`src/sv/msblit_pkg.sv`:
```
// Shared types and constants for the masked scaled sprite blit.
package msblit_pkg;

  // Widths fixed by the register and field definitions.
  localparam int unsigned SCALE_BITS  = 4;
  localparam int unsigned MARGIN_BITS = 10;
  localparam int unsigned VIEW_BITS   = 11;
  localparam int unsigned PITCH_BITS  = 13;
  localparam int unsigned SURF_BITS   = 12;
  localparam int unsigned ADDR_BITS   = 24;
  localparam int unsigned CFG_IDX_BITS = 3;
  localparam int unsigned CFG_DATA_BITS = 13;
  localparam logic [7:0]  MASK_LIMIT  = 8'd128;

  // Configuration register indexes.
  localparam logic [CFG_IDX_BITS-1:0] REG_SCALE        = 3'd0;
  localparam logic [CFG_IDX_BITS-1:0] REG_DRAW_OUTSIDE = 3'd1;
  localparam logic [CFG_IDX_BITS-1:0] REG_MARGIN_X     = 3'd2;
  localparam logic [CFG_IDX_BITS-1:0] REG_MARGIN_Y     = 3'd3;
  localparam logic [CFG_IDX_BITS-1:0] REG_VIEW_WIDTH   = 3'd4;
  localparam logic [CFG_IDX_BITS-1:0] REG_VIEW_HEIGHT  = 3'd5;
  localparam logic [CFG_IDX_BITS-1:0] REG_LINE_PITCH   = 3'd6;

  typedef struct packed {
    logic [SCALE_BITS-1:0]  scale;
    logic                   draw_outside;
    logic [MARGIN_BITS-1:0] margin_x;
    logic [MARGIN_BITS-1:0] margin_y;
    logic [VIEW_BITS-1:0]   view_width;
    logic [VIEW_BITS-1:0]   view_height;
    logic [PITCH_BITS-1:0]  line_pitch;
  } cfg_t;

  typedef enum logic [1:0] {
    ST_IDLE,
    ST_CLIP,
    ST_BASE,
    ST_RUN
  } state_e;

  typedef struct packed {
    logic load;
    logic clip;
    logic base;
    logic step;
  } dp_cmd_t;

  typedef struct packed {
    logic drop;
    logic empty;
    logic at_last;
    logic out_free;
  } dp_sts_t;

endpackage

```
`src/sv/msblit_cfg.sv`:
```
// Configuration registers of the sprite blit.
module msblit_cfg (
  input  logic                                  clk_i,
  input  logic                                  rst_ni,
  input  logic                                  cfg_we_i,
  input  logic [msblit_pkg::CFG_IDX_BITS-1:0]   cfg_idx_i,
  input  logic [msblit_pkg::CFG_DATA_BITS-1:0]  cfg_wdata_i,
  output msblit_pkg::cfg_t                      cfg_o
);
  import msblit_pkg::*;

  cfg_t cfg_q, cfg_d;

  always_comb begin
    cfg_d = cfg_q;
    if (cfg_we_i) begin
      case (cfg_idx_i)
        REG_SCALE:        cfg_d.scale        = cfg_wdata_i[SCALE_BITS-1:0];
        REG_DRAW_OUTSIDE: cfg_d.draw_outside = cfg_wdata_i[0];
        REG_MARGIN_X:     cfg_d.margin_x     = cfg_wdata_i[MARGIN_BITS-1:0];
        REG_MARGIN_Y:     cfg_d.margin_y     = cfg_wdata_i[MARGIN_BITS-1:0];
        REG_VIEW_WIDTH:   cfg_d.view_width   = cfg_wdata_i[VIEW_BITS-1:0];
        REG_VIEW_HEIGHT:  cfg_d.view_height  = cfg_wdata_i[VIEW_BITS-1:0];
        REG_LINE_PITCH:   cfg_d.line_pitch   = cfg_wdata_i[PITCH_BITS-1:0];
        default:          cfg_d = cfg_q;
      endcase
    end
  end

  always_ff @(posedge clk_i or negedge rst_ni) begin
    if (!rst_ni) begin
      cfg_q.scale        <= SCALE_BITS'(2);
      cfg_q.draw_outside <= 1'b0;
      cfg_q.margin_x     <= '0;
      cfg_q.margin_y     <= '0;
      cfg_q.view_width   <= VIEW_BITS'(640);
      cfg_q.view_height  <= VIEW_BITS'(480);
      cfg_q.line_pitch   <= PITCH_BITS'(640);
    end else begin
      cfg_q <= cfg_d;
    end
  end

  assign cfg_o = cfg_q;

endmodule

```
`src/sv/msblit_ctrl.sv`:
```
// Sequencer for the sprite blit: load, clip, row base setup and write loop.
module msblit_ctrl (
  input  logic                 clk_i,
  input  logic                 rst_ni,
  input  logic                 in_valid_i,
  output logic                 in_ready_o,
  input  msblit_pkg::dp_sts_t  sts_i,
  output msblit_pkg::dp_cmd_t  cmd_o
);
  import msblit_pkg::*;

  state_e state_q, state_d;

  always_comb begin
    state_d = state_q;
    case (state_q)
      ST_IDLE: if (in_valid_i) begin
        state_d = ST_CLIP;
      end
      ST_CLIP: begin
        state_d = sts_i.drop ? ST_IDLE : ST_BASE;
      end
      ST_BASE: begin
        state_d = sts_i.empty ? ST_IDLE : ST_RUN;
      end
      ST_RUN: if (sts_i.out_free && sts_i.at_last) begin
        state_d = ST_IDLE;
      end
      default: state_d = ST_IDLE;
    endcase
  end

  always_comb begin
    cmd_o      = '0;
    in_ready_o = 1'b0;
    case (state_q)
      ST_IDLE: begin
        in_ready_o = 1'b1;
        cmd_o.load = in_valid_i;
      end
      ST_CLIP: cmd_o.clip = 1'b1;
      ST_BASE: cmd_o.base = 1'b1;
      ST_RUN:  cmd_o.step = sts_i.out_free;
      default: cmd_o = '0;
    endcase
  end

  always_ff @(posedge clk_i or negedge rst_ni) begin
    if (!rst_ni) begin
      state_q <= ST_IDLE;
    end else begin
      state_q <= state_d;
    end
  end

endmodule

```
`src/sv/msblit_dp.sv`:
```
// Datapath of the sprite blit: texel checks, clipping, address walk, output register.
module msblit_dp #(
  parameter int unsigned PALETTE_ENTRIES = 16,
  parameter int unsigned MAX_SCALE       = 8,
  parameter int unsigned COORD_BITS      = 12
) (
  input  logic                                clk_i,
  input  logic                                rst_ni,
  input  msblit_pkg::cfg_t                    cfg_i,
  input  msblit_pkg::dp_cmd_t                 cmd_i,
  output msblit_pkg::dp_sts_t                 sts_o,
  input  logic signed [COORD_BITS-1:0]        origin_x_i,
  input  logic signed [COORD_BITS-1:0]        origin_y_i,
  input  logic [11:0]                         rect_x_i,
  input  logic [11:0]                         rect_y_i,
  input  logic [7:0]                          texel_u_i,
  input  logic [7:0]                          texel_v_i,
  input  logic [12:0]                         image_width_i,
  input  logic [12:0]                         image_height_i,
  input  logic [7:0]                          mask_byte_i,
  input  logic [7:0]                          color_i,
  output logic                                out_valid_o,
  input  logic                                out_ready_i,
  output logic [msblit_pkg::ADDR_BITS-1:0]    write_address_o,
  output logic [7:0]                          write_color_o,
  output logic                                last_o
);
  import msblit_pkg::*;

  // Signed working width for destination coordinates.
  localparam int unsigned PW = ((COORD_BITS > 12) ? COORD_BITS : 12) + 3;

  // Item registers.
  logic [SCALE_BITS-1:0]  s_q, s_d;
  logic signed [PW-1:0]   bx_q, bx_d, by_q, by_d;
  logic [7:0]             color_q, color_d;
  logic                   drop_q, drop_d;
  // Clipped region in surface coordinates.
  logic [SURF_BITS-1:0]   sx_lo_q, sx_lo_d, sx_last_q, sx_last_d;
  logic [SURF_BITS-1:0]   sy_lo_q, sy_lo_d, sy_last_q, sy_last_d;
  logic                   empty_q, empty_d;
  // Walk counters.
  logic [SURF_BITS-1:0]   sx_q, sx_d, sy_q, sy_d;
  logic [ADDR_BITS-1:0]   row_base_q, row_base_d;
  // Output register.
  logic                   out_valid_q, out_valid_d;
  logic [ADDR_BITS-1:0]   addr_q, addr_d;
  logic [7:0]             wcolor_q, wcolor_d;
  logic                   last_q, last_d;

  logic [SCALE_BITS-1:0]  s_eff;
  logic [11:0]            us, vs;
  logic [12:0]            src_x, src_y;
  logic signed [PW-1:0]   off_x, off_y, lo_x, lo_y, hi_x, hi_y;
  logic signed [PW-1:0]   bxe, bye, xlo, xhi, ylo, yhi, s_ext;
  logic                   at_last, row_end;
  logic [ADDR_BITS-1:0]   row_prod;

  // Scale of zero acts as one; anything above the maximum saturates.
  always_comb begin
    s_eff = cfg_i.scale;
    if (cfg_i.scale == '0) begin
      s_eff = SCALE_BITS'(1);
    end else if (cfg_i.scale > SCALE_BITS'(MAX_SCALE)) begin
      s_eff = SCALE_BITS'(MAX_SCALE);
    end
  end

  assign us    = 12'(texel_u_i) * 12'(s_eff);
  assign vs    = 12'(texel_v_i) * 12'(s_eff);
  assign src_x = 13'(rect_x_i) + 13'(texel_u_i);
  assign src_y = 13'(rect_y_i) + 13'(texel_v_i);

  // Clip window, viewport or viewport plus margins.
  always_comb begin
    off_x = cfg_i.draw_outside ? $signed({{(PW-MARGIN_BITS){1'b0}}, cfg_i.margin_x}) : '0;
    off_y = cfg_i.draw_outside ? $signed({{(PW-MARGIN_BITS){1'b0}}, cfg_i.margin_y}) : '0;
    lo_x  = -off_x;
    lo_y  = -off_y;
    hi_x  = $signed({{(PW-VIEW_BITS){1'b0}}, cfg_i.view_width}) + off_x;
    hi_y  = $signed({{(PW-VIEW_BITS){1'b0}}, cfg_i.view_height}) + off_y;
    s_ext = $signed({{(PW-SCALE_BITS){1'b0}}, s_q});
    bxe   = bx_q + s_ext;
    bye   = by_q + s_ext;
    xlo   = (bx_q > lo_x) ? bx_q : lo_x;
    ylo   = (by_q > lo_y) ? by_q : lo_y;
    xhi   = (bxe < hi_x) ? bxe : hi_x;
    yhi   = (bye < hi_y) ? bye : hi_y;
  end

  assign row_prod = ADDR_BITS'(sy_lo_q) * ADDR_BITS'(cfg_i.line_pitch);
  assign row_end  = (sx_q == sx_last_q);
  assign at_last  = row_end && (sy_q == sy_last_q);

  always_comb begin
    s_d        = s_q;
    bx_d       = bx_q;
    by_d       = by_q;
    color_d    = color_q;
    drop_d     = drop_q;
    sx_lo_d    = sx_lo_q;
    sx_last_d  = sx_last_q;
    sy_lo_d    = sy_lo_q;
    sy_last_d  = sy_last_q;
    empty_d    = empty_q;
    sx_d       = sx_q;
    sy_d       = sy_q;
    row_base_d = row_base_q;
    addr_d     = addr_q;
    wcolor_d   = wcolor_q;
    last_d     = last_q;
    out_valid_d = out_valid_q && !out_ready_i;

    if (cmd_i.load) begin
      s_d     = s_eff;
      bx_d    = PW'(origin_x_i) + $signed({{(PW-12){1'b0}}, us});
      by_d    = PW'(origin_y_i) + $signed({{(PW-12){1'b0}}, vs});
      color_d = color_i;
      drop_d  = ({1'b0, color_i} >= 9'(PALETTE_ENTRIES)) ||
                (src_x >= image_width_i) || (src_y >= image_height_i) ||
                (mask_byte_i > MASK_LIMIT);
    end

    if (cmd_i.clip) begin
      empty_d   = (xlo >= xhi) || (ylo >= yhi);
      sx_lo_d   = SURF_BITS'(xlo + off_x);
      sx_last_d = SURF_BITS'(xhi + off_x - PW'(1));
      sy_lo_d   = SURF_BITS'(ylo + off_y);
      sy_last_d = SURF_BITS'(yhi + off_y - PW'(1));
    end

    if (cmd_i.base) begin
      row_base_d = row_prod;
      sx_d       = sx_lo_q;
      sy_d       = sy_lo_q;
    end

    if (cmd_i.step) begin
      out_valid_d = 1'b1;
      addr_d      = row_base_q + ADDR_BITS'(sx_q);
      wcolor_d    = color_q;
      last_d      = at_last;
      if (row_end) begin
        sx_d       = sx_lo_q;
        sy_d       = sy_q + SURF_BITS'(1);
        row_base_d = row_base_q + ADDR_BITS'(cfg_i.line_pitch);
      end else begin
        sx_d = sx_q + SURF_BITS'(1);
      end
    end
  end

  always_ff @(posedge clk_i or negedge rst_ni) begin
    if (!rst_ni) begin
      out_valid_q <= 1'b0;
    end else begin
      out_valid_q <= out_valid_d;
    end
  end

  always_ff @(posedge clk_i) begin
    s_q        <= s_d;
    bx_q       <= bx_d;
    by_q       <= by_d;
    color_q    <= color_d;
    drop_q     <= drop_d;
    sx_lo_q    <= sx_lo_d;
    sx_last_q  <= sx_last_d;
    sy_lo_q    <= sy_lo_d;
    sy_last_q  <= sy_last_d;
    empty_q    <= empty_d;
    sx_q       <= sx_d;
    sy_q       <= sy_d;
    row_base_q <= row_base_d;
    addr_q     <= addr_d;
    wcolor_q   <= wcolor_d;
    last_q     <= last_d;
  end

  assign sts_o.drop     = drop_q;
  assign sts_o.empty    = empty_q;
  assign sts_o.at_last  = at_last;
  assign sts_o.out_free = !out_valid_q || out_ready_i;

  assign out_valid_o     = out_valid_q;
  assign write_address_o = addr_q;
  assign write_color_o   = wcolor_q;
  assign last_o          = last_q;

endmodule

```
`src/sv/masked_scaled_sprite_blit_top.sv`:
```
// Per texel: load in idle, clip state, row base state, then the write loop into the single
// output register, up to MAX_SCALE squared writes. A dropped texel returns to idle after
// clip, a fully clipped one after row base. One write per cycle while out_ready_i is high;
// a new texel is taken once the previous one has issued its last write.
// Reset (asynchronous, active low) clears the sequencer and the output valid and loads the
// register defaults: scale 2, no margins, viewport 640 x 480, line pitch 640.
module masked_scaled_sprite_blit_top #(
  parameter int unsigned PALETTE_ENTRIES = 16,
  parameter int unsigned MAX_SCALE       = 8,
  parameter int unsigned COORD_BITS      = 12
) (
  input  logic                                  clk_i,
  input  logic                                  rst_ni,
  input  logic                                  cfg_we_i,
  input  logic [msblit_pkg::CFG_IDX_BITS-1:0]   cfg_idx_i,
  input  logic [msblit_pkg::CFG_DATA_BITS-1:0]  cfg_wdata_i,
  input  logic                                  in_valid_i,
  output logic                                  in_ready_o,
  input  logic signed [COORD_BITS-1:0]          origin_x_i,
  input  logic signed [COORD_BITS-1:0]          origin_y_i,
  input  logic [11:0]                           rect_x_i,
  input  logic [11:0]                           rect_y_i,
  input  logic [7:0]                            texel_u_i,
  input  logic [7:0]                            texel_v_i,
  input  logic [12:0]                           image_width_i,
  input  logic [12:0]                           image_height_i,
  input  logic [7:0]                            mask_byte_i,
  input  logic [7:0]                            color_i,
  output logic                                  out_valid_o,
  input  logic                                  out_ready_i,
  output logic [msblit_pkg::ADDR_BITS-1:0]      write_address_o,
  output logic [7:0]                            write_color_o,
  output logic                                  last_o
);
  import msblit_pkg::*;

  cfg_t    cfg;
  dp_cmd_t cmd;
  dp_sts_t sts;

  msblit_cfg u_cfg (
    .clk_i       (clk_i),
    .rst_ni      (rst_ni),
    .cfg_we_i    (cfg_we_i),
    .cfg_idx_i   (cfg_idx_i),
    .cfg_wdata_i (cfg_wdata_i),
    .cfg_o       (cfg)
  );

  msblit_ctrl u_ctrl (
    .clk_i      (clk_i),
    .rst_ni     (rst_ni),
    .in_valid_i (in_valid_i),
    .in_ready_o (in_ready_o),
    .sts_i      (sts),
    .cmd_o      (cmd)
  );

  msblit_dp #(
    .PALETTE_ENTRIES (PALETTE_ENTRIES),
    .MAX_SCALE       (MAX_SCALE),
    .COORD_BITS      (COORD_BITS)
  ) u_dp (
    .clk_i           (clk_i),
    .rst_ni          (rst_ni),
    .cfg_i           (cfg),
    .cmd_i           (cmd),
    .sts_o           (sts),
    .origin_x_i      (origin_x_i),
    .origin_y_i      (origin_y_i),
    .rect_x_i        (rect_x_i),
    .rect_y_i        (rect_y_i),
    .texel_u_i       (texel_u_i),
    .texel_v_i       (texel_v_i),
    .image_width_i   (image_width_i),
    .image_height_i  (image_height_i),
    .mask_byte_i     (mask_byte_i),
    .color_i         (color_i),
    .out_valid_o     (out_valid_o),
    .out_ready_i     (out_ready_i),
    .write_address_o (write_address_o),
    .write_color_o   (write_color_o),
    .last_o          (last_o)
  );

endmodule

```
`config.mk`:
```
export PLATFORM = sky130hd
export DESIGN_NAME = masked_scaled_sprite_blit_top
export DESIGN_NICKNAME = d
export VERILOG_FILES = /design/src/sv/msblit_pkg.sv /design/src/sv/msblit_cfg.sv /design/src/sv/msblit_ctrl.sv /design/src/sv/msblit_dp.sv /design/src/sv/masked_scaled_sprite_blit_top.sv
export SDC_FILE = /design/constraint.sdc
export NUM_CORES = 1
export LEC_CHECK = 0
export ABC_CLOCK_PERIOD_IN_PS = 16810
export BUFFER_PORTS_ARGS = -buffer_cell sky130_fd_sc_hd__buf_4
export CAP_MARGIN = 20
export CORE_MARGIN = 2
export CORE_UTILIZATION = 25
export DETAILED_ROUTE_END_ITERATION = 10
export PLACE_DENSITY = 0.39
export SYNTH_ARGS = -nofsm -noshare
export SYNTH_HDL_FRONTEND = slang
export SYNTH_SLANG_ARGS = --single-unit
```
`constraint.sdc`:
```
create_clock -name clk_i -period 16.81 [get_ports clk_i]
set_clock_uncertainty 0.05 [all_clocks]
set_input_delay 3.362 -clock clk_i [delete_from_list [all_inputs] [get_ports clk_i]]
set_output_delay 3.362 -clock clk_i [all_outputs]
set_load 0.02 [all_outputs]
```
## Word-level counts from Yosys, hierarchy flattened

Cells that the tools add are included.

- Add/subtract/negate cells: 20
- $mul: 3
- $lt $le $gt $ge: 11
- Equal/unequal tests: 13
- Mux-type cells: 28
- Reduce and logical (&&, ||, !) cells: 22

Operator list:

| kind | number |
|---|---|
| two-way mux 12 bit | 6 |
| two-way mux 24 bit | 3 |
| two-way mux 15 bit | 4 |
| adder 12 bit | 4 |
| adder 12 x 15 -> 15 bit | 2 |
| adder 15 x 5 -> 15 bit | 2 |
| greater-or-equal comparator 15 bit | 2 |
| > comparator 15 bit | 2 |
| less-than comparator 15 bit | 2 |
| negation 15 bit | 2 |
| adder 12 x 13 -> 14 bit | 2 |
| adder 12 x 8 -> 13 bit | 2 |
| greater-or-equal comparator 13 bit | 2 |
| adder 12 x 1 -> 12 bit, second input constant | 2 |
| adder 24 x 12 -> 24 bit | 1 |
| adder 24 x 13 -> 24 bit | 1 |
| == test 12 bit | 2 |
| multiplier 12 x 13 -> 24 bit | 1 |
| multiplier 8 x 4 -> 12 bit | 2 |
| subtractor 12 x 2 -> 12 bit, second input constant | 2 |
| two-way mux 10 bit | 2 |
| AND reduction 2 bit | 8 |
| == test 3 bit, second input constant | 3 |
| greater-or-equal comparator 8 x 5 -> 1 bit, second input constant | 1 |
| other kinds (19) | 37 |

- Register bits: 236
- Output and inout bits: 35

## Depth between registers and ports, before layout

Gate-level depths: netlist of run 1.

- Word-level depth: 6
- Gate-level depth with buffers: 45
- Depth with buffers taken out: 37

## Hierarchy

From an unflattened synthesis of run 1, not the netlist that was laid out.

- Cell total of the unflattened synthesis: 2912
- Area total of the unflattened synthesis: 26190.1 µm²

By module, submodules not included:

| module | times used | cells an instance | area each (µm²) |
|---|---|---|---|
| msblit_dp | 1 | 2765 | 23747.8 |
| msblit_cfg | 1 | 132 | 2312.2 |
| msblit_ctrl | 1 | 15 | 130.1 |

## Worst setup path after synthesis of run 1

Ideal clock, no wire load.

- Kind: reg2reg
- Start point: reg u_cfg.cfg_q, in the netlist u_cfg.cfg_o[55]
- End point: reg u_dp.sx_last_q[11] (data pin)
- Library setup time: 0.265 ns
- Arrival: 8.207 ns
- Data required time: 16.495 ns
- Path slack: 8.288 ns
- Cell stages (with the launch flop): 43
- Clock period less this slack: 8.522 ns
- Cell sequence: dfrtp_1 -> buf_4 -> buf_4 -> buf_2 -> buf_2 -> buf_1 -> buf_1 -> nand2_1 -> inv_1 -> ha_1 -> maj3_1 -> a32o_1 -> maj3_1 -> a22oi_1 -> xnor2_1 -> ha_1 -> nor2b_1 -> o21ai_0 -> [7 not listed] -> clkbuf_1 -> buf_1 -> mux2i_1 -> ha_1 -> inv_1 -> ha_1 -> fa_1 -> a21o_1 -> a21oi_1 -> o21bai_1 -> a21oi_1 -> o21bai_1 -> a21oi_1 -> nor2b_1 -> nor2_1 -> nand2_1 -> o22ai_1 -> xnor2_1

- Cells in the longest elaborated chain, start to end: 6

Ends and longest elaborated chain:

| item | line | RTL |
|---|---|---|
| from (decl) | msblit_cfg.sv:12 | `cfg_t cfg_q, cfg_d;` |
| from (signal assigned) | msblit_cfg.sv:40 | `cfg_q <= cfg_d;` |
| two-way mux 10 bit * | msblit_dp.sv:76 | `off_x = cfg_i.draw_outside ? $signed({{(PW-MARGIN_BITS){1'b0}}, cfg_i.margin_x}) : '0;` |
| adder 12 x 15 -> 15 bit | msblit_dp.sv:80 | `hi_x = $signed({{(PW-VIEW_BITS){1'b0}}, cfg_i.view_width}) + off_x;` |
| less-than comparator 15 bit | msblit_dp.sv:87 | `xhi = (bxe < hi_x) ? bxe : hi_x;` |
| two-way mux 15 bit | msblit_dp.sv:87 |  |
| adder 12 bit * | msblit_dp.sv:127 | `sx_last_d = SURF_BITS'(xhi + off_x - PW'(1));` |
| subtractor 12 x 2 -> 12 bit * | msblit_dp.sv:127 |  |
| to (signal assigned) | msblit_dp.sv:168 | `sx_last_q <= sx_last_d;` |
| to (decl) | msblit_dp.sv:39 | `logic [SURF_BITS-1:0] sx_lo_q, sx_lo_d, sx_last_q, sx_last_d;` |

Every way passes the cells marked *; elsewhere a longest branch is shown, timed or not.
A chain may end at the register's enable or synchronous reset.

## Worst setup path after layout of run 1

Ends and elaborated chain as after synthesis.

==> flow_summary.ini, run 1 <==
[setup_path]
crit_type = flip-flop to flip-flop
worstPathArrival_ps = 8740
reg2reg_depth = 33
critical_path_startpoint_category = flip-flop
worst_ep_required_time_ps = 17030
crit_path_max_incr_delay_ps = 710
slowest_stage = ha_1
worst_path_most_repeated_cell = a21oi_1
worstSetupEndpointType = flip-flop
critPathMaxFanout = 19

[global_route]
grt_pass1_wl_mm = 119.1
first_global_vias = 20750
number_of_antenna_violations_at_the_first_check_in_global_routing = 1
gr-usage-all-layers = 0.1416
grt_start_max_net_pins = 64
grt_overflow = 0

[layout]
sequential_cell_area_um2 = 6362
num_antenna_cells = 0
final_common_cell = inv_1
layout.cells.most_common_list = inv_1, nand2_1, ha_1, xnor2_1
finish.cell_count_without_fillers = 4423
area_of_the_multi_input_gates_um2 = 17890
area.growth.synth_to_final_pct = 14.83
drive_above_1_share = 0.1193
layout.filler_cells = 11060
fin_nets = 3593

[timing]
achievable-frequency_mhz = 117.3
final.hold.worst_slack_ps = 366.5
setup_viol_count_final = 0
fin_setup_tns_ps = 0
grt_setup_unrepaired = no
fin_crit_ps = 8526
final-max-slew-violation-count = 0
timing.slew.headroom = 0.2696
worst-slew-pin-transition_ps = 1096
fin_ws_ps = 8284
final_number_of_hold_violating_endpoints = 0
final_min_period_over_clock_period = 0.5072

[die]
die_w_um = 326.3
die_height_um = 326.3
ios = 162
die_area_um2 = 106400
core_footprint_um2 = 103200
floorplan.initialDensity = 0.2516
placement_rows = 118

[drt]
detail_route.drc_violations = 0
dr.first_iter.drc_count = 918
wl_mm = 75.42
postRouteAntennaNets = 0
dr_total_vias = 20120
viasPerCell = 4.549
drt-pass1-iter-count = 5
wl_per_cell_um = 17.05

[synth]
syn_nets = 3475
ys_seq_area_frac = 0.2450
postSynth.topFlopCell = edfxtp_1
synth_cell_type_count = 101
synth-seq-cells = 234
synthesis.instances = 2900
mappedNetlistArea_um2 = 25960
synth_area_per_cell_um2 = 8.953
synth.yosys.warnings = 0
synth-edff-count = 135
synthArstFlopShare = 0.2692

[clock_tree]
ctsHoldBuffers = 0
ctsResizeCount = 0
post_cts.repair.setup_buffers = 0
source_to_sink_clock_delay_at_the_later_pin_of_the_worst_skew_pair_ps = 560
cts-buffers-inserted = 34
clk_root_buffer_cell = clkbuf_16
cts_tree = done
cts_max_path_buffers = 3
cts.reportedPaths.clkPinSlew_ps = 60
clock_tree.htree_level_count = 2
cts_sinks = 234

[min_path]
hold_class = flip-flop to flip-flop
min_delay_path_depth = 0

[placement]
place_ws_ps = 8314
buffer_ports.inserted = 161
place.detailed.hpwl_mm = 61.57
dpl.cell_count = 4361
place.gp.congestion = 0.8074

[run_status]
outcome = completed

[flow_run]
drv.max_cap_violation_count = 0
==> cell type report <==
class	count	area share
inverter	351	0.04419
timing repair buffer	178	0.04524
clock buffer	43	0.03210
sequential	234	0.2134
clock inverter	18	0.007092
multi-input combinational	2219	0.6001
tap	1380	0.05791
==> worst paths after layout <==
path	start	end	slack (ps)
max	u_cfg.cfg_o[55]	u_dp.sx_last_q[11]	8280
max in group asynchronous	rst_ni	u_dp.out_valid_o	13270
max reg2reg	u_cfg.cfg_o[55]	u_dp.sx_last_q[11]	8280
min reg2reg	u_dp.color_q[0]	u_dp.write_color_o[0]	370
min in group asynchronous	rst_ni	u_cfg.cfg_o[59]	2880
min	u_dp.color_q[0]	u_dp.write_color_o[0]	370
==> cells by family after synthesis <==
group,synth area share
simple gates,0.1530
xor+xnor,0.09243
fa+ha+maj,0.2621
compound gates,0.1463
mux,0.03494
buf+inv,0.06631
flops,0.2450
==> flip-flops by register name (all words and copies together), names as in the netlist, 2 cells and up <==
register / count
u_dp.sy_lo_q: 12
u_dp.bx_q: 14
u_ctrl.state_q: 2
u_cfg.cfg_o: 60
u_dp.sx_q: 12
u_dp.by_q: 14
u_dp.s_q: 4
u_dp.write_address_o: 24
u_dp.row_base_q: 24
u_dp.sy_q: 12
u_dp.write_color_o: 8
u_dp.sx_last_q: 12
u_dp.sy_last_q: 12
u_dp.sx_lo_q: 12
u_dp.color_q: 8
==> Yosys cell counts, types with 15 or more instances <==
cell / instances / area [µm²]
inv_1: 347 / 1303
nand2_1: 314 / 1179
ha_1: 305 / 3816
xnor2_1: 198 / 1734
a21oi_1: 177 / 885.9
nor2_1: 161 / 604.3
fa_1: 143 / 2863
edfxtp_1: 135 / 4054
o21ai_0: 114 / 570.6
and2_1: 97 / 606.8
xor2_1: 76 / 665.6
clkbuf_1: 72 / 270.3
mux2_2: 66 / 743.2
dfrtp_1: 54 / 1351
nand3_1: 49 / 245.2
nor3_1: 44 / 220.2
a21o_1: 42 / 315.3
dfxtp_1: 36 / 720.7
o21bai_1: 36 / 270.3
nand4_1: 31 / 193.9
nand2b_1: 27 / 168.9
a211oi_1: 25 / 187.7
nor2b_1: 25 / 156.4
o21a_1: 24 / 180.2
and3_1: 20 / 125.1
mux2i_1: 15 / 150.1
o22ai_1: 15 / 93.84
==> critical path: cells and delay by family (launching register included) <==
| family | cells | cell delay [ps] |
|---|---|---|
| buffers and inverters | 1 | 440 |
| AND/OR/NAND/NOR | 5 | 670 |
| XOR/XNOR | 4 | 640 |
| flip-flops | 1 | 560 |
| AO/OA/AOI/OAI | 16 | 3160 |
| adder cells (fa/ha/maj) | 7 | 2700 |
==> per-layer routing <==
metal / part of all wire / track usage / up-vias
met5: 0.00017 / 0 / -
met4: 0.022 / 0.03446 / 2
met3: 0.042 / 0.02490 / 82
met2: 0.44 / 0.2282 / 324
met1: 0.49 / 0.1960 / 9524
li1: - / - / 10190
==> through the flow <==
step | utilization | cell area (µm²)
after CTS | 0.2887 | 29790
final | 0.2889 | 29810
after global placement | 0.2774 | 28630
after global routing | 0.2889 | 29810
after detailed placement | 0.2774 | 28630
after floorplan | - | 25960
Power of run 1 is left out: the tool's default activity adds up to more than one toggle a clock period on the data nets, which glitch-free logic cannot reach.
==> inputs of run 2 (changes only) <==
Settings changed: ABC_CLOCK_PERIOD_IN_PS 16810 to 7850.
Clock period 16.81 ns to 7.85 ns, I/O delays scaled along.
==> run 2 against run 1 <==
First-iteration DRC count increased by 12%; sequential cell count unchanged; wire length is 0.65% higher; design area up 0.16%; fmax up 16%; critical path depth up 1; sequential share of layout area about the same; count of clock-buffer cells in the layout shrank 1; via count rose by 0.24%; utilization is essentially flat; final cell count grew 0.34%; global-route usage is 0.071 points higher.
==> flow_summary.ini, run 2 (synthesized netlist as in run 1, its figures left out) <==
[layout]
fin_nets = 3607
largest_reg_flops = 60
layout.cells.most_common_list = inv_1, nand2_1, ha_1, xnor2_1, buf_4
drive_above_1_share = 0.1286
final_common_cell = inv_1
area.growth.synth_to_final_pct = 15.02
utilization = 0.2894

[timing]
achievable-frequency_mhz = 136.4
grt_setup_unrepaired = no
fin_ws_ps = 519.6
timing.slew.headroom = 0.2906
final_min_period_over_clock_period = 0.9338
final-max-slew-violation-count = 0
final_number_of_hold_violating_endpoints = 0
final.hold.worst_slack_ps = 367.1
fin_crit_ps = 7330
fin_setup_tns_ps = 0
setup_viol_count_final = 0
worst-slew-pin-transition_ps = 1058

[run_status]
outcome = completed

[clock_tree]
cts-buffers-inserted = 31
source_to_sink_clock_delay_at_the_later_pin_of_the_worst_skew_pair_ps = 590
cts_max_path_buffers = 3
ctsHoldBuffers = 0
cts.reportedPaths.clkPinSlew_ps = 60
clock_tree.htree_level_count = 1
clk_root_buffer_cell = clkbuf_16
cts_sinks = 234
cts_tree = done

[global_route]
grt_start_max_net_pins = 64
number_of_antenna_violations_at_the_first_check_in_global_routing = 0
grt.busiest_layer = met2
grt.met1_usage = 0.1969
grt_overflow = 0
first_global_vias = 21040
gr-usage-all-layers = 0.1423
gr-usage-met3 = 0.02314
grt_met2_usage = 0.2330
grt_pass1_wl_mm = 120.6

[drt]
drt-pass1-iter-count = 5
detail_route.drc_violations = 0
wl_per_cell_um = 17.11
dr.first_iter.drc_count = 1029
dr_total_vias = 20170
wl_mm = 75.92
postRouteAntennaNets = 0
viasPerCell = 4.545

[die]
floorplan.initialDensity = 0.2516
die_height_um = 326.3
die_w_um = 326.3
ios = 162
placement_rows = 118
die_area_um2 = 106400
core_footprint_um2 = 103200

[placement]
place.detailed.hpwl_mm = 62.34
place_ws_ps = 267.9
place.gp.congestion = 0.8357
buffer_ports.inserted = 161

[setup_path]
r2r_slack_ps = 520
crit_type = flip-flop to flip-flop
worstPathArrival_ps = 7600
worst_ep_required_time_ps = 8120
critical_path_startpoint_category = flip-flop
regToRegStartpoint = u_cfg.cfg_o[55]
crit_path_max_incr_delay_ps = 440
reg2reg_to = u_dp.sx_last_q[11]
reg2reg_depth = 34
worstSetupEndpointType = flip-flop
setup_crit_start = u_cfg.cfg_o[55]
slowest_stage = dfrtp_2
critPathMaxFanout = 6
worst_path_most_repeated_cell = maj3_1

[min_path]
hold_path_startpoint = u_dp.color_q[1]
hold_class = flip-flop to flip-flop
min_delay_path_depth = 0
worst_hold_path.endpoint = u_dp.write_color_o[1]

[flow_run]
drv.max_cap_violation_count = 0
run 2: cell count changes in the layout (fill, tap and decap cells not counted), sizes merged:
cell      change
inv           -1
clkinvlp      +1
buf          +16
diode         +1
clkinv        +2
bufinv        -4
run 2: final cells by class:
| type | count | area (µm²) |
|---|---|---|
| inverters | 351 | 1321 |
| multi-input cells | 2219 | 17970 |
| well taps | 1380 | 1727 |
| flip-flops and latches | 234 | 6364 |
| repair buffers | 195 | 1514 |
| clock buffers | 42 | 868.3 |
| clock inverters | 16 | 96.34 |
| fillers | 10980 | 73340 |
| diodes | 1 | 2.502 |
run 2: timing repair:
action | in CTS | in global routing
setup buffers | 0 | 0
endpoints found under the hold margin | 0 | 0
gates resized for setup | 0 | 18
setup endpoints to repair | 0 | 3
run 2: how the worst max path moves through the flow:
| stage | depth (start not counted) | slack [ps] | end |
|---|---|---|---|
| 6_report | 34 | 520 | u_dp.sx_last_q[11] |
| 4_1_cts | 36 | 250 | u_dp.sx_last_q[11] |
| 2_1_floorplan | 42 | -70 | u_dp.sx_last_q[11] |
| 3_5_place_dp | 36 | 270 | u_dp.sx_last_q[11] |
| 5_1_grt | 35 | 3 | u_dp.sy_last_q[11] |
| 3_3_place_gp | 36 | 360 | u_dp.sx_last_q[11] |
run 2: worst max-delay path: cells and delay by family (launching register included):
kind | cells | cell delay [ps]
compound gates | 12 | 2300
flops | 1 | 440
mux | 1 | 260
xor+xnor | 2 | 260
fa+ha+maj | 10 | 2990
buf+inv | 2 | 120
simple gates | 7 | 630
run 2: routing by layer:
layer / part of all wire / vias up
li1: - / 10220
met1: 0.49 / 9525
met2: 0.45 / 363
met3: 0.044 / 63
met4: 0.022 / 0
met5: 0 / -
run 2: through the flow:
step	instances	area, µm²
5_1_grt	4437	29860
6_report	4438	29860
3_3_place_gp	4377	28770
3_5_place_dp	4377	28770
2_1_floorplan	2900	26000
4_1_cts	4435	29740
Power of run 2 is left out for the same reason.
